==> src/hdl/fnc_pkg.sv <==
// ----------------------------------------------------------------------------
// fnc_pkg: shared types and constants
// Item, atom and state types, widths and helper functions for the block.
// ----------------------------------------------------------------------------
package fnc_pkg;

	localparam int MAX_ATOMS    = 1024;
	localparam int MAX_CONTACTS = 65536;

	localparam int ADDR_W  = $clog2(MAX_ATOMS);
	localparam int IDX_W   = 11;
	localparam int COORD_W = 24;
	localparam int NAT_W   = 24;
	localparam int MAG_W   = 24;
	localparam int SQ_W    = 2 * MAG_W;
	localparam int D2_W    = SQ_W + 2;
	localparam int CMP_W   = D2_W + 6;
	localparam int CNT_W   = 17;
	localparam int FRAC_SH = 16;
	localparam int DVD_W   = CNT_W + FRAC_SH;
	localparam int DCNT_W  = $clog2(DVD_W);
	localparam int QDEPTH  = 4;
	localparam int QPTR_W  = $clog2(QDEPTH);

	localparam int CAP_INT = (MAX_CONTACTS < 131071) ? MAX_CONTACTS : 131071;
	localparam logic [CNT_W-1:0] COUNT_CAP = CNT_W'(CAP_INT);

	typedef enum logic {
		OP_WRITE   = 1'b0,
		OP_CONTACT = 1'b1
	} op_t;

	typedef struct packed {
		logic signed [COORD_W-1:0] x;
		logic signed [COORD_W-1:0] y;
		logic signed [COORD_W-1:0] z;
	} atom_t;

	typedef struct packed {
		op_t               op;
		logic              a_ok;
		logic [ADDR_W-1:0] a_addr;
		logic              b_ok;
		logic [ADDR_W-1:0] b_addr;
		atom_t             coord;
		logic [NAT_W-1:0]  native;
		logic              last;
	} item_t;

	typedef enum logic [2:0] {
		BK_IDLE,
		BK_DIFF,
		BK_SQR,
		BK_SCALE,
		BK_CMP,
		BK_DIV,
		BK_OUT
	} bk_state_t;

	function automatic logic slot_ok(input logic [IDX_W-1:0] idx);
		return (idx != '0) && (idx <= IDX_W'(MAX_ATOMS));
	endfunction

	function automatic logic [ADDR_W-1:0] slot_addr(input logic [IDX_W-1:0] idx);
		logic [IDX_W-1:0] z;
		z = idx - IDX_W'(1);
		return z[ADDR_W-1:0];
	endfunction

	function automatic logic [MAG_W-1:0] abs_diff(
		input logic signed [COORD_W-1:0] a,
		input logic signed [COORD_W-1:0] b
	);
		logic signed [COORD_W:0] d;
		logic [COORD_W:0]        m;
		d = {a[COORD_W-1], a} - {b[COORD_W-1], b};
		m = d[COORD_W] ? (~d + (COORD_W+1)'(1)) : d;
		return m[MAG_W-1:0];
	endfunction

endpackage

==> src/hdl/fnc_front.sv <==
// ----------------------------------------------------------------------------
// fnc_front: input acceptance and classification
// Takes input beats, checks atom indices, forms zero-based addresses and
// pushes one decoded item into the queue.
// ----------------------------------------------------------------------------
module fnc_front (
	input  logic                       in_valid,
	output logic                       in_stall,
	input  logic                       operation,
	input  logic [10:0]                atom_index,
	input  logic signed [23:0]         coord_x,
	input  logic signed [23:0]         coord_y,
	input  logic signed [23:0]         coord_z,
	input  logic [10:0]                first_atom,
	input  logic [10:0]                second_atom,
	input  logic [23:0]                native_distance,
	input  logic                       last_contact,
	input  logic                       q_full,
	output logic                       push,
	output fnc_pkg::item_t             push_item
);

	fnc_pkg::op_t                    op;
	logic [fnc_pkg::IDX_W-1:0]       a_idx;

	assign op       = fnc_pkg::op_t'(operation);
	assign a_idx    = (op == fnc_pkg::OP_WRITE) ? atom_index : first_atom;
	assign in_stall = q_full;
	assign push     = in_valid && !q_full;

	always_comb begin
		push_item.op     = op;
		push_item.a_ok   = fnc_pkg::slot_ok(a_idx);
		push_item.a_addr = fnc_pkg::slot_addr(a_idx);
		push_item.b_ok   = fnc_pkg::slot_ok(second_atom);
		push_item.b_addr = fnc_pkg::slot_addr(second_atom);
		push_item.coord  = '{x: coord_x, y: coord_y, z: coord_z};
		push_item.native = native_distance;
		push_item.last   = last_contact;
	end

endmodule

==> config.mk <==
export PLATFORM = sky130hd
export DESIGN_NAME = fnc_front
export DESIGN_NICKNAME = d
export VERILOG_FILES = /design/src/hdl/fnc_pkg.sv /design/src/hdl/fnc_front.sv
export SDC_FILE = /design/constraint.sdc
export NUM_CORES = 1
export LEC_CHECK = 0
export BUFFER_PORTS_ARGS = -buffer_cell sky130_fd_sc_hd__buf_2
export CAP_MARGIN = 40
export CORE_AREA = 2 2 99 101
export DETAILED_ROUTE_END_ITERATION = 8
export DIE_AREA = 0 0 101 103
export GPL_ROUTABILITY_DRIVEN = 0
export GPL_TIMING_DRIVEN = 0
export PLACE_DENSITY = 0.5
export SLEW_MARGIN = 20
export SYNTH_ARGS = -nofsm -noshare
export SYNTH_HDL_FRONTEND = slang
export SYNTH_SLANG_ARGS = --single-unit
==> constraint.sdc <==
create_clock -name vclk -period 2.2
set_input_delay 0.22 -clock vclk [all_inputs]
set_output_delay 0.22 -clock vclk [all_outputs]
set_load 0.005 [all_outputs]
==> results of run 1 <==
through the flow:
step / util (%) / setup TNS (ns)
floorplan: - / 0
global placement: 24.3 / -0.119
detailed placement: 24.3 / -0.151
CTS: 24.2 / 0
global route: 24.4 / -0.000488
finish: 24.4 / 0
worst max-delay path by stage:
stage | slack, ns | from | end
2_1_floorplan | 0.32 | operation | push_item[114]
3_3_place_gp | -0.12 | operation | push_item[114]
3_5_place_dp | -0.15 | operation | push_item[114]
4_1_cts | 0.09 | operation | push_item[114]
5_1_grt | -0.0005 | operation | push_item[114]
6_report | 0.18 | operation | push_item[114]
routing by layer:
layer	wire length, um	share of wire [%]	GRT usage [%]
met1	1250	30	5.76
met2	2340	56	14.1
met3	600	14	0.407
met4	0	0	0
met5	0	0	0
area by class of cell:
class,count,share of cell area [%]
tap,114,6.18
multi-input combinational,72,26.2
inverter,4,0.651
buffer,100,32.7
timing repair buffer,158,34.3
kinds of logic after synthesis:
family	count (synthesis)	share of synthesized area, %
adders and majority gates	3	2.76
buffers and inverters	105	56.8
muxes	11	8.17
xor gates and xnor gates	20	12.9
AOI/OAI and AO/OA	6	3.21
and+or+nand+nor	32	16.2
placed cells by master, fill, tap and decap left out:
| master | count |
|---|---|
| mux2i_2 | 1 |
| buf_2 | 158 |
| mux2i_4 | 1 |
| xor2_1 | 10 |
| nor4_4 | 1 |
| nor2b_1 | 1 |
| a21oi_1 | 1 |
| buf_4 | 99 |
| or3_4 | 1 |
| or2_1 | 1 |
| a21o_1 | 1 |
| nor4b_4 | 1 |
| nor3_2 | 2 |
| mux2_2 | 1 |
| o21ai_0 | 2 |
| or3b_1 | 1 |
| nor3b_1 | 1 |
| xnor2_1 | 10 |
| o21ai_2 | 1 |
| inv_1 | 4 |
| o22ai_2 | 1 |
| ha_1 | 3 |
| nor3_1 | 10 |
| nor3b_2 | 1 |
| mux2i_1 | 8 |
| nand2_1 | 5 |
| buf_6 | 1 |
| or3_1 | 3 |
| nor2_1 | 4 |
repair_timing:
action | 4_1_cts | 5_1_grt
hold endpoints to repair | 0 | 0
endpoints found under the setup margin | 1 | 1
resized for setup | 0 | 3
cells in the mapped netlist (2+ instances only):
| cell | instances |
|---|---|
| ha_1 | 3 |
| xor2_1 | 10 |
| mux2i_1 | 10 |
| nor3_1 | 10 |
| buf_4 | 99 |
| inv_1 | 4 |
| o21ai_0 | 2 |
| nand2_1 | 5 |
| nor3_2 | 2 |
| or3_1 | 3 |
| xnor2_1 | 10 |
| nor2_1 | 4 |
power groups by stage:
stage          Sequential (uW)  Clock (uW)  Combinational [uW]
2_1_floorplan                0           0                 224
3_3_place_gp                 0           0                 407
3_5_place_dp                 0           0                 408
4_1_cts                      0           0                 408
5_1_grt                      0           0                 448
6_report                     0           0                 407
==> impl_metrics.ini, run 1 <==
[run_status]
status = finished, final reports clean

[logic_synthesis]
ys_warn_count = 0
syn_area_per_cell_um2 = 7.70
syn_nets = 313
yosysSeqAreaShare_pct = 0
yosysTopAreaCell = buf_4
syn_area_mm2 = 0.00136
syn-instance-count = 177
synth_area_leaders = buf_4 55%, mux2i_1 7.3%, xnor2_1 6.4%
yosysTopAreaCellShare_pct = 54.5
yosys.cell_types.count = 27

[worst_setup_path]
crit_top_cell = buf_2
cp-start-kind = input pin
critPathTopFamily = buffers and inverters
critical_path_depth = 9
path_buf_inv = 3
critPathKind = in2out
crit_path_end_kind = primary output
cp.arrival_ns = 1.80
crit_required_ns = 1.98
slowest_stage = mux2i_4
critPathMaxStageDelay_ns = 0.28
path_max_fanout = 19
worstPathCellList = buf_2 > buf_6 > mux2i_4 > ha_1 > o21ai_2 > nor3_1 > xnor2_1 > mux2i_1 > buf_2

[global_routing]
antenna_found_initial = 0
first_global_vias = 1266
grt_pass1_wl_um = 5290
grt_use_total_pct = 5.99
overflow = 0
grt_max_degree = 20

[clock_tree]
post-cts-setup-buffer-count = 0
holdBufCountCts = 0

[floorplanning]
num_io_pins = 255
chipWidth_um = 101
start_util_pct = 14.4
rows = 36
die-area_mm2 = 0.0104
die_h_um = 103
core_area_mm2 = 0.00946

[routing]
drc = 0
vias = 1615
initialDrtViolationCount = 4
wire_per_inst_um = 9.35
final_antenna_net_count = 0
via_per_inst = 3.60
dr.pass1.iters = 3
wirelength_um = 4190

[timing]
worst_hold_slack_ns = 0.605
worst_slack_ns = 0.183
setup_viol = 0
worst_slew_pin_slew_ns = 0.321
period_minus_slack_ns = 2.02
hold_violations = 0
timing.fmax_mhz = 496
slew_viol_final = 0
period_share_pct = 91.7
slew_headroom_pct = 78.4

[worst_hold_path]
hold_path_class = in2out
min_to = push_item[85]
min-delay-start = coord_x[12]
hold_path_depth = 2

[power_and_ir_drop]
switching_share_pct = 36.6
intPower_uw = 258
pwr-share-seq_pct = 0
clkPwrFrac_pct = 0
combPwrFrac_pct = 100.0
p_sw_uw = 149
vdd_drop_max_uv = 65.4
leakage_uw = 0.00132
p_per_area_mw_per_mm2 = 176
finalPower_uw = 407

[flow_run]
max_cap_viol_count = 0

[place]
post_dp_cell_area_mm2 = 0.00230
port-buffer-count = 158
post-dp-hpwl_um = 3990
place_ws_ns = -0.151
numPlacedInstances = 449

[finish]
ff_latch_area_um2 = 0
nets = 472
num-fill-cells = 1047
finish.instance_area_mm2 = 0.00231
multi_input_area_um2 = 604
n_sequential_cell = 0
drive_gt1_share_pct = 80.5
final_cell_count_no_fill = 448
diodes = 0
areaGrowthSynthToFinish_pct = 69.3
clkbuf_count = 0
Note: power is estimated with default switching activity, not from simulation.
==> inputs of run 2 (changes only) <==
--- a/config.mk
+++ b/config.mk
@@ -11,7 +11,6 @@
 export DETAILED_ROUTE_END_ITERATION = 8
 export DIE_AREA = 0 0 101 103
 export GPL_ROUTABILITY_DRIVEN = 0
-export GPL_TIMING_DRIVEN = 0
 export PLACE_DENSITY = 0.5
 export SLEW_MARGIN = 20
 export SYNTH_ARGS = -nofsm -noshare
==> run 2 against run 1 <==
Worst hold slack got worse by 0.16 ns; flip-flop and latch count unchanged; cell area fell by 54%; critical path depth is 1 lower; final cell count is 44% lower; global-route usage fell by 0.90 points; combinational power down 58%; clock-buffer cell count unchanged; critical path type unchanged; critical endpoint unchanged; largest power group unchanged; highest routed layer is now met4.
==> impl_metrics.ini, run 2 (same netlist as run 1, synthesis figures left out) <==
[worst_hold_path]
hold_path_depth = 0
hold_path_class = in2out
min_to = push_item[10]
min-delay-start = native_distance[9]

[routing]
dr.pass1.iters = 3
final_antenna_net_count = 0
vias = 921
drc = 0
initialDrtViolationCount = 8
via_per_inst = 3.65
wirelength_um = 3140
wire_per_inst_um = 12.5

[global_routing]
grt_max_degree = 18
grt_use_total_pct = 5.09
first_global_vias = 879
grt_pass1_wl_um = 4270
overflow = 0
antenna_found_initial = 0

[floorplanning]
start_util_pct = 14.4
core_area_mm2 = 0.00946
chipWidth_um = 101
die-area_mm2 = 0.0104
rows = 36
die_h_um = 103
num_io_pins = 255

[finish]
ff_latch_area_um2 = 0
final_cell_mix = 61 x buf_2, 10 x nor3_1, 10 x xnor2_1, 10 x xor2_1, 10 x mux2i_1
diodes = 0
clkbuf_count = 0
drive_gt1_share_pct = 51.4
mostFrequentLayoutCell = buf_2
areaGrowthSynthToFinish_pct = -22.3
final_cell_count_no_fill = 252
num-fill-cells = 1109
nets = 276
n_sequential_cell = 0
finish.instance_area_mm2 = 0.00106

[timing]
worst_slew_pin_slew_ns = 0.309
slew_viol_final = 0
period_share_pct = 89.7
setup_viol = 0
period_minus_slack_ns = 1.97
rsz0062_at_grt = false
timing.fmax_mhz = 507
finalSetupTns_ns = 0
worst_slack_ns = 0.226
hold_violations = 0
worst_hold_slack_ns = 0.440
slew_headroom_pct = 79.3

[power_and_ir_drop]
vdd_drop_max_uv = 35.3
p_per_area_mw_per_mm2 = 162
leakage_uw = 0.000468

[worst_setup_path]
cp.arrival_ns = 1.75
cp-start-kind = input pin
worstPathCellList = buf_2 > mux2i_1 > ha_1 > o21ai_2 > nor3_1 > xnor2_1 > mux2i_1 > buf_2
path_max_fanout = 17
crit_required_ns = 1.98
crit_path_end_kind = primary output
slowest_stage = mux2i_1
critPathKind = in2out
critPathMaxStageDelay_ns = 0.31

[place]
post_dp_cell_area_mm2 = 0.00106
numPlacedInstances = 252
place_ws_ns = 0.204
post-dp-hpwl_um = 2760
port-buffer-count = 61

[clock_tree]
holdBufCountCts = 0
cts-resized-gates = 0
post-cts-setup-buffer-count = 0

[run_status]
status = finished, final reports clean

[flow_run]
max_cap_viol_count = 0
run 2: area by class of cell:
type	instances	area [um2]	area share, %
Multi-Input combinational cell	72	588	55.6
Timing Repair Buffer	62	313	29.6
Tap cell	114	143	13.5
Inverter	4	15.0	1.42
run 2: stage by stage:
step | utilization [%] | total power, uW
global placement | 11.2 | 173
CTS | 11.2 | 175
floorplan | - | 224
global route | 11.2 | 191
finish | 11.2 | 171
detailed placement | 11.2 | 174
run 2: worst max-delay path by stage:
stage                     startpoint              to  slack [ns]
after floorplan            operation  push_item[114]        0.32
after global placement     operation  push_item[114]        0.26
after detailed placement   operation  push_item[114]        0.20
after CTS                  operation  push_item[114]        0.20
after global routing       operation  push_item[114]        0.03
final                      operation  push_item[114]        0.23
run 2: layer usage:
| metal | global-route usage [%] | vias to the layer above | part of all wire, % |
|---|---|---|---|
| li1 | - | 395 | - |
| met1 | 3.66 | 388 | 25 |
| met4 | 6.13 | 0 | 12 |
| met5 | 0 | - | 0 |
| met2 | 9.28 | 88 | 45 |
| met3 | 1.97 | 50 | 18 |
run 2: power breakdown:
group          switching (uW)  internal [uW]  leakage (uW)  total, uW
Combinational            85.0           86.5      0.000468        171
Sequential                  0              0             0          0
Clock                       0              0             0          0
Total                    85.0           86.5      0.000468        171
run 2: worst max-delay path: cells and delay by family:
family | cells | cell delay [ns]
buffers and inverters | 2 | 0.41
muxes | 2 | 0.39
adders and majority gates | 1 | 0.25
and+or+nand+nor | 1 | 0.22
xor gates and xnor gates | 1 | 0.14
AOI/OAI and AO/OA | 1 | 0.10
