`src/hdl/fnc_pkg.sv`:
```
// ----------------------------------------------------------------------------
// fnc_pkg: shared types and constants
// Item, atom and state types, widths and helper functions for the block.
// ----------------------------------------------------------------------------
package fnc_pkg;

	localparam int MAX_ATOMS    = 1024;
	localparam int MAX_CONTACTS = 65536;

	localparam int ADDR_W  = $clog2(MAX_ATOMS);
	localparam int IDX_W   = 11;
	localparam int COORD_W = 24;
	localparam int NAT_W   = 24;
	localparam int MAG_W   = 24;
	localparam int SQ_W    = 2 * MAG_W;
	localparam int D2_W    = SQ_W + 2;
	localparam int CMP_W   = D2_W + 6;
	localparam int CNT_W   = 17;
	localparam int FRAC_SH = 16;
	localparam int DVD_W   = CNT_W + FRAC_SH;
	localparam int DCNT_W  = $clog2(DVD_W);
	localparam int QDEPTH  = 4;
	localparam int QPTR_W  = $clog2(QDEPTH);

	localparam int CAP_INT = (MAX_CONTACTS < 131071) ? MAX_CONTACTS : 131071;
	localparam logic [CNT_W-1:0] COUNT_CAP = CNT_W'(CAP_INT);

	typedef enum logic {
		OP_WRITE   = 1'b0,
		OP_CONTACT = 1'b1
	} op_t;

	typedef struct packed {
		logic signed [COORD_W-1:0] x;
		logic signed [COORD_W-1:0] y;
		logic signed [COORD_W-1:0] z;
	} atom_t;

	typedef struct packed {
		op_t               op;
		logic              a_ok;
		logic [ADDR_W-1:0] a_addr;
		logic              b_ok;
		logic [ADDR_W-1:0] b_addr;
		atom_t             coord;
		logic [NAT_W-1:0]  native;
		logic              last;
	} item_t;

	typedef enum logic [2:0] {
		BK_IDLE,
		BK_DIFF,
		BK_SQR,
		BK_SCALE,
		BK_CMP,
		BK_DIV,
		BK_OUT
	} bk_state_t;

	function automatic logic slot_ok(input logic [IDX_W-1:0] idx);
		return (idx != '0) && (idx <= IDX_W'(MAX_ATOMS));
	endfunction

	function automatic logic [ADDR_W-1:0] slot_addr(input logic [IDX_W-1:0] idx);
		logic [IDX_W-1:0] z;
		z = idx - IDX_W'(1);
		return z[ADDR_W-1:0];
	endfunction

	function automatic logic [MAG_W-1:0] abs_diff(
		input logic signed [COORD_W-1:0] a,
		input logic signed [COORD_W-1:0] b
	);
		logic signed [COORD_W:0] d;
		logic [COORD_W:0]        m;
		d = {a[COORD_W-1], a} - {b[COORD_W-1], b};
		m = d[COORD_W] ? (~d + (COORD_W+1)'(1)) : d;
		return m[MAG_W-1:0];
	endfunction

endpackage

```
`src/hdl/fnc_queue.sv`:
```
// ----------------------------------------------------------------------------
// fnc_queue: decoded item queue
// Short first-in first-out store between the front and the back.
// ----------------------------------------------------------------------------
module fnc_queue (
	input  logic           clk,
	input  logic           arst_n,
	input  logic           push,
	input  fnc_pkg::item_t push_item,
	output logic           full,
	input  logic           pop,
	output logic           head_valid,
	output fnc_pkg::item_t head_item
);

	fnc_pkg::item_t                ent_q [fnc_pkg::QDEPTH];
	logic [fnc_pkg::QPTR_W-1:0]    wp_q;
	logic [fnc_pkg::QPTR_W-1:0]    rp_q;
	logic [fnc_pkg::QPTR_W:0]      cnt_q;

	assign full       = (cnt_q == (fnc_pkg::QPTR_W+1)'(fnc_pkg::QDEPTH));
	assign head_valid = (cnt_q != '0);
	assign head_item  = ent_q[rp_q];

	always_ff @(posedge clk) begin
		if (push) begin
			ent_q[wp_q] <= push_item;
		end
	end

	always_ff @(posedge clk or negedge arst_n) begin
		if (!arst_n) begin
			wp_q  <= '0;
			rp_q  <= '0;
			cnt_q <= '0;
		end else begin
			if (push) begin
				wp_q <= wp_q + fnc_pkg::QPTR_W'(1);
			end
			if (pop) begin
				rp_q <= rp_q + fnc_pkg::QPTR_W'(1);
			end
			if (push && !pop) begin
				cnt_q <= cnt_q + (fnc_pkg::QPTR_W+1)'(1);
			end else if (pop && !push) begin
				cnt_q <= cnt_q - (fnc_pkg::QPTR_W+1)'(1);
			end
		end
	end

	a_no_overfill: assert property (@(posedge clk) disable iff (!arst_n)
		(pop && !head_valid) || (push && full && !pop) |-> 1'b0)
		else $error("queue pushed while full or popped while empty");

endmodule

```
`config.mk`:
```
export PLATFORM = sky130hd
export DESIGN_NAME = fnc_queue
export DESIGN_NICKNAME = d
export VERILOG_FILES = /design/src/hdl/fnc_pkg.sv /design/src/hdl/fnc_queue.sv
export SDC_FILE = /design/constraint.sdc
export NUM_CORES = 1
export LEC_CHECK = 0
export BUFFER_PORTS_ARGS = -buffer_cell sky130_fd_sc_hd__buf_2
export CORE_ASPECT_RATIO = 0.6
export CORE_UTILIZATION = 30
export DETAILED_ROUTE_END_ITERATION = 10
export SYNTH_ARGS = -nofsm -noshare
export SYNTH_HDL_FRONTEND = slang
export SYNTH_SLANG_ARGS = --single-unit
```
`constraint.sdc`:
```
create_clock -name clk -period 10.1 [get_ports clk]
set_input_delay 2.02 -clock clk [delete_from_list [all_inputs] [get_ports clk]]
set_output_delay 2.02 -clock clk [all_outputs]
set_load 0.03 [all_outputs]
```
==> results of run 1 <==
-- area by class of cell --
cell class / instances / area share (%)
tap: 770 / 4.52
clock buffer: 57 / 5.69
sequential: 487 / 68.5
clock inverter: 25 / 1.26
timing repair buffer: 258 / 6.21
antenna: 7 / 0.0822
inverter: 4 / 0.0704
multi-input combinational: 143 / 13.7
-- placed cells by master, fill, tap and decap left out, types with 3 or more instances in the layout --
master / netlist / routed
clkinvlp_4: 0 / 5
xor2_1: 4 / 4
inv_6: 0 / 3
edfxtp_1: 480 / 480
mux4_2: 120 / 120
and2_4: 0 / 4
clkbuf_1: 0 / 10
diode_2: 0 / 7
buf_2: 10 / 245
inv_1: 4 / 4
dfrtp_1: 7 / 5
clkbuf_16: 0 / 47
ha_1: 5 / 5
clkinv_2: 0 / 4
clkinv_1: 0 / 7
bufinv_16: 0 / 5
buf_4: 4 / 13
-- worst register-to-register path: cells and delay by family (launching register included) --
kind,cells,cell delay [ps]
simple gates,1,290
buf+inv,2,800
fa+ha+maj,1,150
flops,1,400
-- state kept, by name (all words and copies together) (netlist names) --
register and count:
cnt_q 3, ent_q 480, rp_q 2, wp_q 2
-- power by group --
group	switching, mW	internal [mW]	leakage [nW]
Clock	0.734	0.984	0.707
Combinational	1.40	0.767	1.91
Sequential	0.134	2.65	4.49
-- path summary, 6_finish.rpt --
check                      slack (ps)                     end
setup / recovery                 4560           head_item[35]
hold / removal                    480    cnt_q[2]$_DFFE_PN0P_
setup reg to reg                 7960  ent_q[1][66]$_DFFE_PP_
hold reg to reg                   480    cnt_q[2]$_DFFE_PN0P_
max in group asynchronous        8650     rp_q[0]$_DFFE_PN0P_
min in group asynchronous        1270    cnt_q[1]$_DFFE_PN0P_
-- per-layer routing --
| layer | share of wire (%) | vias up | global-route usage, % |
|---|---|---|---|
| met5 | 0.22 | - | 0 |
| met4 | 1.8 | 14 | 3.53 |
| met3 | 8.6 | 66 | 4.56 |
| met2 | 47 | 207 | 17.7 |
| met1 | 43 | 4089 | 15.0 |
| li1 | - | 3430 | - |
-- stage by stage --
stage / instance area (um^2) / hold slack [ps] / setup slack, ps / utilization, % / std cells
floorplan: 17800 / 449 / 4830 / - / 661
global placement: 19800 / 465 / 5020 / 34.1 / 1662
detailed placement: 19800 / 474 / 4990 / 34.1 / 1662
CTS: 21300 / 482 / 4340 / 36.7 / 1744
global route: 21300 / 525 / 4230 / 36.7 / 1747
finish: 21300 / 482 / 4560 / 36.7 / 1751
-- cells by family (layout without fill, tap and decap cells) --
kind of cell    after synthesis  count (layout)  synth area share (%)
flops                       487             487                  82.0
mux                         121             121                  15.3
buf+inv                      31             344                  1.65
simple gates                  9               9                 0.281
fa+ha+maj                     6               6                 0.464
xor+xnor                      6               6                 0.295
compound gates                1               1                0.0281
other cells                   0               7                     0
==> reports/metrics.yaml, run 1 <==
synthesis:
  synth_area_mm2: 0.0178
  synthesis.nets: 791
  ys_warn_count: 0
  yosys.area.top_type: "edfxtp_1"
  yosys.area.top_type_share_pct: 81.0
  synth_area_per_cell_um2: 26.9
  yosys_register_bits: 487
  synth_edf_count: 480
  post-synth-top-count-cell: "edfxtp_1"
  ys_seq_area_share_pct: 82.0
  yosys-top-cells-area: "edfxtp_1 (81%), mux4_2 (15%), dfrtp_1 (0.98%), buf_12 (0.90%), ha_1 (0.35%)"
  synth.distinct_cells: 21
  async_flop_share_pct: 1.44
  synth_ff_type: "edfxtp_1"
  synth_top_cells_by_count: "edfxtp_1 (480), mux4_2 (120), buf_2 (10)"
  synthCells: 661
pwr:
  p_leak_nw: 7.11
  peakVddDrop_mv: 0.169
  power_mw: 6.67
  power_density_mw_per_mm2: 313
global_routing:
  gr-total-overflow: 0
  grt_max_degree: 60
  gr-usage-all-layers_pct: 11.5
  first_global_vias: 8338
  antenna_found_initial: 12
  grt_pass1_wl_um: 51300
clock_tree:
  cts_hold_buf: 0
  cts_made_buffers: 45
  clk_latency_ps: 570
  clockBufferDepth: 3
  cts_resized: 0
  cts_tree: "yes"
  h-tree-depth: 2
  clk_pin_slew_worst_paths_ps: 60
  cts_root_buffer: "clkbuf_16"
  post_cts_buffers: 0
  cts_num_sinks: 487
setup_path:
  critPathSlowestCell: "dfrtp_4"
  cp-start-kind: "flip-flop"
  cp.required_ps: 8080
  path_delay_family: "buffers and inverters"
  cpPeakStageDelay_ps: 840
  r2r-start: "wp_q[1]$_DFFE_PN0P_"
  path_max_fanout: 37
  worstRegToRegCells: 4
  crit_type: "reg2out"
  critPathBufInv: 3
  cp-end-kind: "primary output"
  crit_cells: 4
  cpMostUsedCell: "buf_4"
  crit_path_start: "rp_q[0]$_DFFE_PN0P_"
  arrival_ps: 3520
  path_cells: "buf_4 > buf_4 > mux4_2 > buf_2"
sta:
  maxSlewViolCount: 0
  relSlewSlack_pct: 35.8
  fmax_ghz: 0.181
  worst_pin_slew_ps: 962
  rsz0062_at_grt: "no"
  hold_viol_final: 0
  setup_tns_ps: 0
  finalSetupViolCount: 0
  clock_skew_ps: 11.3
  post-route-period-util_pct: 54.8
  min_period_ps: 5540
hold_path:
  holdCritStartpoint: "cnt_q[2]$_DFFE_PN0P_"
  hold_path.class: "reg2reg"
  hold_depth: 1
outcome:
  status: "finished clean"
layout:
  seqCellArea_mm2: 0.0146
  fillerInstances: 5303
  finalNetCount: 1069
  multi_input_area_mm2: 0.00291
  drive_above_1_share_pct: 46.2
  syn_to_final_growth_pct: 19.8
floorplan:
  fp.dieArea_mm2: 0.0603
  rows: 68
  die_w_um: 316
  core-area_mm2: 0.0580
  initial_core_util_pct: 30.7
  die_height_um: 191
  io_pins: 246
route:
  first_pass_iters: 4
  drt_iter0_markers: 645
  ant_nets: 0
  wl_per_cell_um: 19.8
  num_vias: 7806
  wl_um: 34600
  via_per_inst: 4.46
  drcViolationCount: 0
placed_design:
  dp.final_hpwl_um: 20400
  portBuffers: 245
  gp_congestion: 0.704
job:
  maxCapViolCount: 0
Note: power is estimated with default switching activity, not from simulation.
==> run 2, diff against run 1 <==
==> constraint.sdc (replaced) <==
create_clock -name clk -period 5 [get_ports clk]
set_input_delay 1 -clock clk [delete_from_list [all_inputs] [get_ports clk]]
set_output_delay 1 -clock clk [all_outputs]
set_load 0.03 [all_outputs]
==> reports/metrics.yaml, run 2 (same netlist as run 1, synthesis figures left out) <==
clock_tree:
  cts_made_buffers: 47  # +4.4%
  clockBufferDepth: 3  # unchanged
  cts_tree: "yes"
  h-tree-depth: 2  # unchanged
  cts_num_sinks: 487  # unchanged
  cts_hold_buf: 0  # unchanged
  cts_root_buffer: "clkbuf_16"
  post_cts_buffers: 0  # unchanged
  cts_resized: 0  # unchanged
  clk_latency_ps: 570  # about the same
  clk_pin_slew_worst_paths_ps: 60  # about the same
setup_path:
  cp-start-kind: "flip-flop"
  timing.rr.end: "ent_q[2][71]$_DFFE_PP_"
  worstRegToRegCells: 4  # unchanged
  cp.required_ps: 4000  # -4080 ps
  reg2reg_slack_ps: 2950  # -5010 ps
  path_max_fanout: 37  # unchanged
  cp-end-kind: "primary output"
  r2r-start: "wp_q[0]$_DFFE_PN0P_"
  crit_type: "reg2out"
  arrival_ps: 2760  # -760 ps
pwr:
  power_mw: 13.6  # +100%
  p_leak_nw: 7.19  # +1.2%
  peakVddDrop_mv: 0.346  # +100%
  power_density_mw_per_mm2: 635  # +100%
layout:
  reg_top3: "ent_q: 480 flops, cnt_q: 3 flops"
  multi_input_area_mm2: 0.00291  # unchanged
  seqCellArea_mm2: 0.0146  # unchanged
  drive_above_1_share_pct: 46.6  # +0.38 points
  fillerInstances: 5278  # -0.47%
  fin_area_mm2: 0.0215  # +0.85%
  finalNetCount: 1074  # +0.47%
  largest_reg_flops: 480  # unchanged
  layout_commonest_cell: "edfxtp_1"
  syn_to_final_growth_pct: 20.9
  largest-register: "ent_q"
  final_cell_mix: "edfxtp_1 (480), buf_2 (245), mux4_2 (120), clkbuf_16 (49), clkbuf_1 (10)"
route:
  first_pass_iters: 4  # unchanged
  wl_per_cell_um: 19.7  # -0.18%
  ant_nets: 0  # unchanged
  drcViolationCount: 0  # unchanged
  via_per_inst: 4.51  # +1.1%
  num_vias: 7922  # +1.5%
  wl_um: 34700  # +0.22%
  drt_iter0_markers: 495  # -23%
floorplan:
  initial_core_util_pct: 30.7  # unchanged
  core-area_mm2: 0.0580  # unchanged
  die_height_um: 191  # unchanged
  io_pins: 246  # unchanged
  die_w_um: 316  # unchanged
  rows: 68  # unchanged
  fp.dieArea_mm2: 0.0603  # unchanged
sta:
  hold_viol_final: 0  # unchanged
  whs_ps: 264  # -217 ps
  finalSetupViolCount: 0  # unchanged
  min_period_ps: 3760
  setup_tns_ps: 0  # unchanged
  maxSlewViolCount: 0  # unchanged
  relSlewSlack_pct: 43.0  # +7.2 points
  worst_pin_slew_ps: 854  # -108 ps
  rsz0062_at_grt: "no"
  post-route-period-util_pct: 75.3
  clock_skew_ps: 9.76  # -1.53 ps
  fmax_ghz: 0.266
placed_design:
  place_area_mm2: 0.0199  # +0.62%
  portBuffers: 245  # unchanged
  dp.final_hpwl_um: 20400  # +0.26%
  gp_congestion: 0.693  # -1.7%
global_routing:
  antenna_found_initial: 9  # -3
  gr-total-overflow: 0  # unchanged
  grt_max_degree: 73  # +22%
  gr-usage-all-layers_pct: 11.6  # +0.053 points
  first_global_vias: 8514  # +2.1%
  grt_pass1_wl_um: 52100  # +1.7%
hold_path:
  hold_path.class: "in2async"
outcome:
  status: "finished clean"
job:
  maxCapViolCount: 0  # unchanged
## run 2: cell types whose count changed in the layout (fill, tap and decap cells not counted), sizes merged
cell	delta
clkbuf	+2
clkinv	+5
inv	-1
clkinvlp	-2
buf	+3
## run 2: final cells by class
| type | count | area share [%] |
|---|---|---|
| flip-flops and latches | 487 | 67.9 |
| diodes | 7 | 0.0815 |
| clock buffers | 59 | 5.88 |
| multi-input cells | 143 | 13.6 |
| repair buffers | 261 | 6.73 |
| well taps | 770 | 4.48 |
| inverters | 4 | 0.0699 |
| clock inverters | 27 | 1.29 |
## run 2: stage by stage
step / instances / setup slack, ps / util (%)
3_3_place_gp: 1665 / 1780 / 34.4
3_5_place_dp: 1665 / 1750 / 34.4
2_1_floorplan: 661 / 753 / -
6_report: 1758 / 1240 / 37.0
4_1_cts: 1751 / 1100 / 37.0
5_1_grt: 1751 / 1050 / 37.0
## run 2: worst max-delay path by stage
stage	from	end	depth (start not counted)
floorplan	push	ent_q[1][0]$_DFFE_PP_	1
detailed placement	rp_q[0]$_DFFE_PN0P_	head_item[44]	3
global route	rp_q[0]$_DFFE_PN0P_	head_item[44]	3
CTS	rp_q[0]$_DFFE_PN0P_	head_item[44]	3
global placement	rp_q[0]$_DFFE_PN0P_	head_item[90]	3
finish	rp_q[0]$_DFFE_PN0P_	head_item[44]	3
## run 2: power by group
group / switching (mW) / internal [mW] / total [mW]
Combinational: 2.82 / 1.63 / 4.45
Sequential: 0.298 / 5.34 / 5.63
Clock: 1.50 / 2.06 / 3.56
Total: 4.62 / 9.02 / 13.6
## run 2: worst max-delay path: stages, from the launching register on
cell and delay (ps):
dfrtp_4 980, buf_4 380, mux4_2 580, buf_2 210
## run 2: layer usage
layer	share of wire [%]	global-route usage [%]	vias to the layer above
met5	0.19	0	-
met4	1.9	3.61	10
met3	8.7	4.44	63
met2	46	17.5	225
met1	44	15.3	4182
li1	-	-	3442
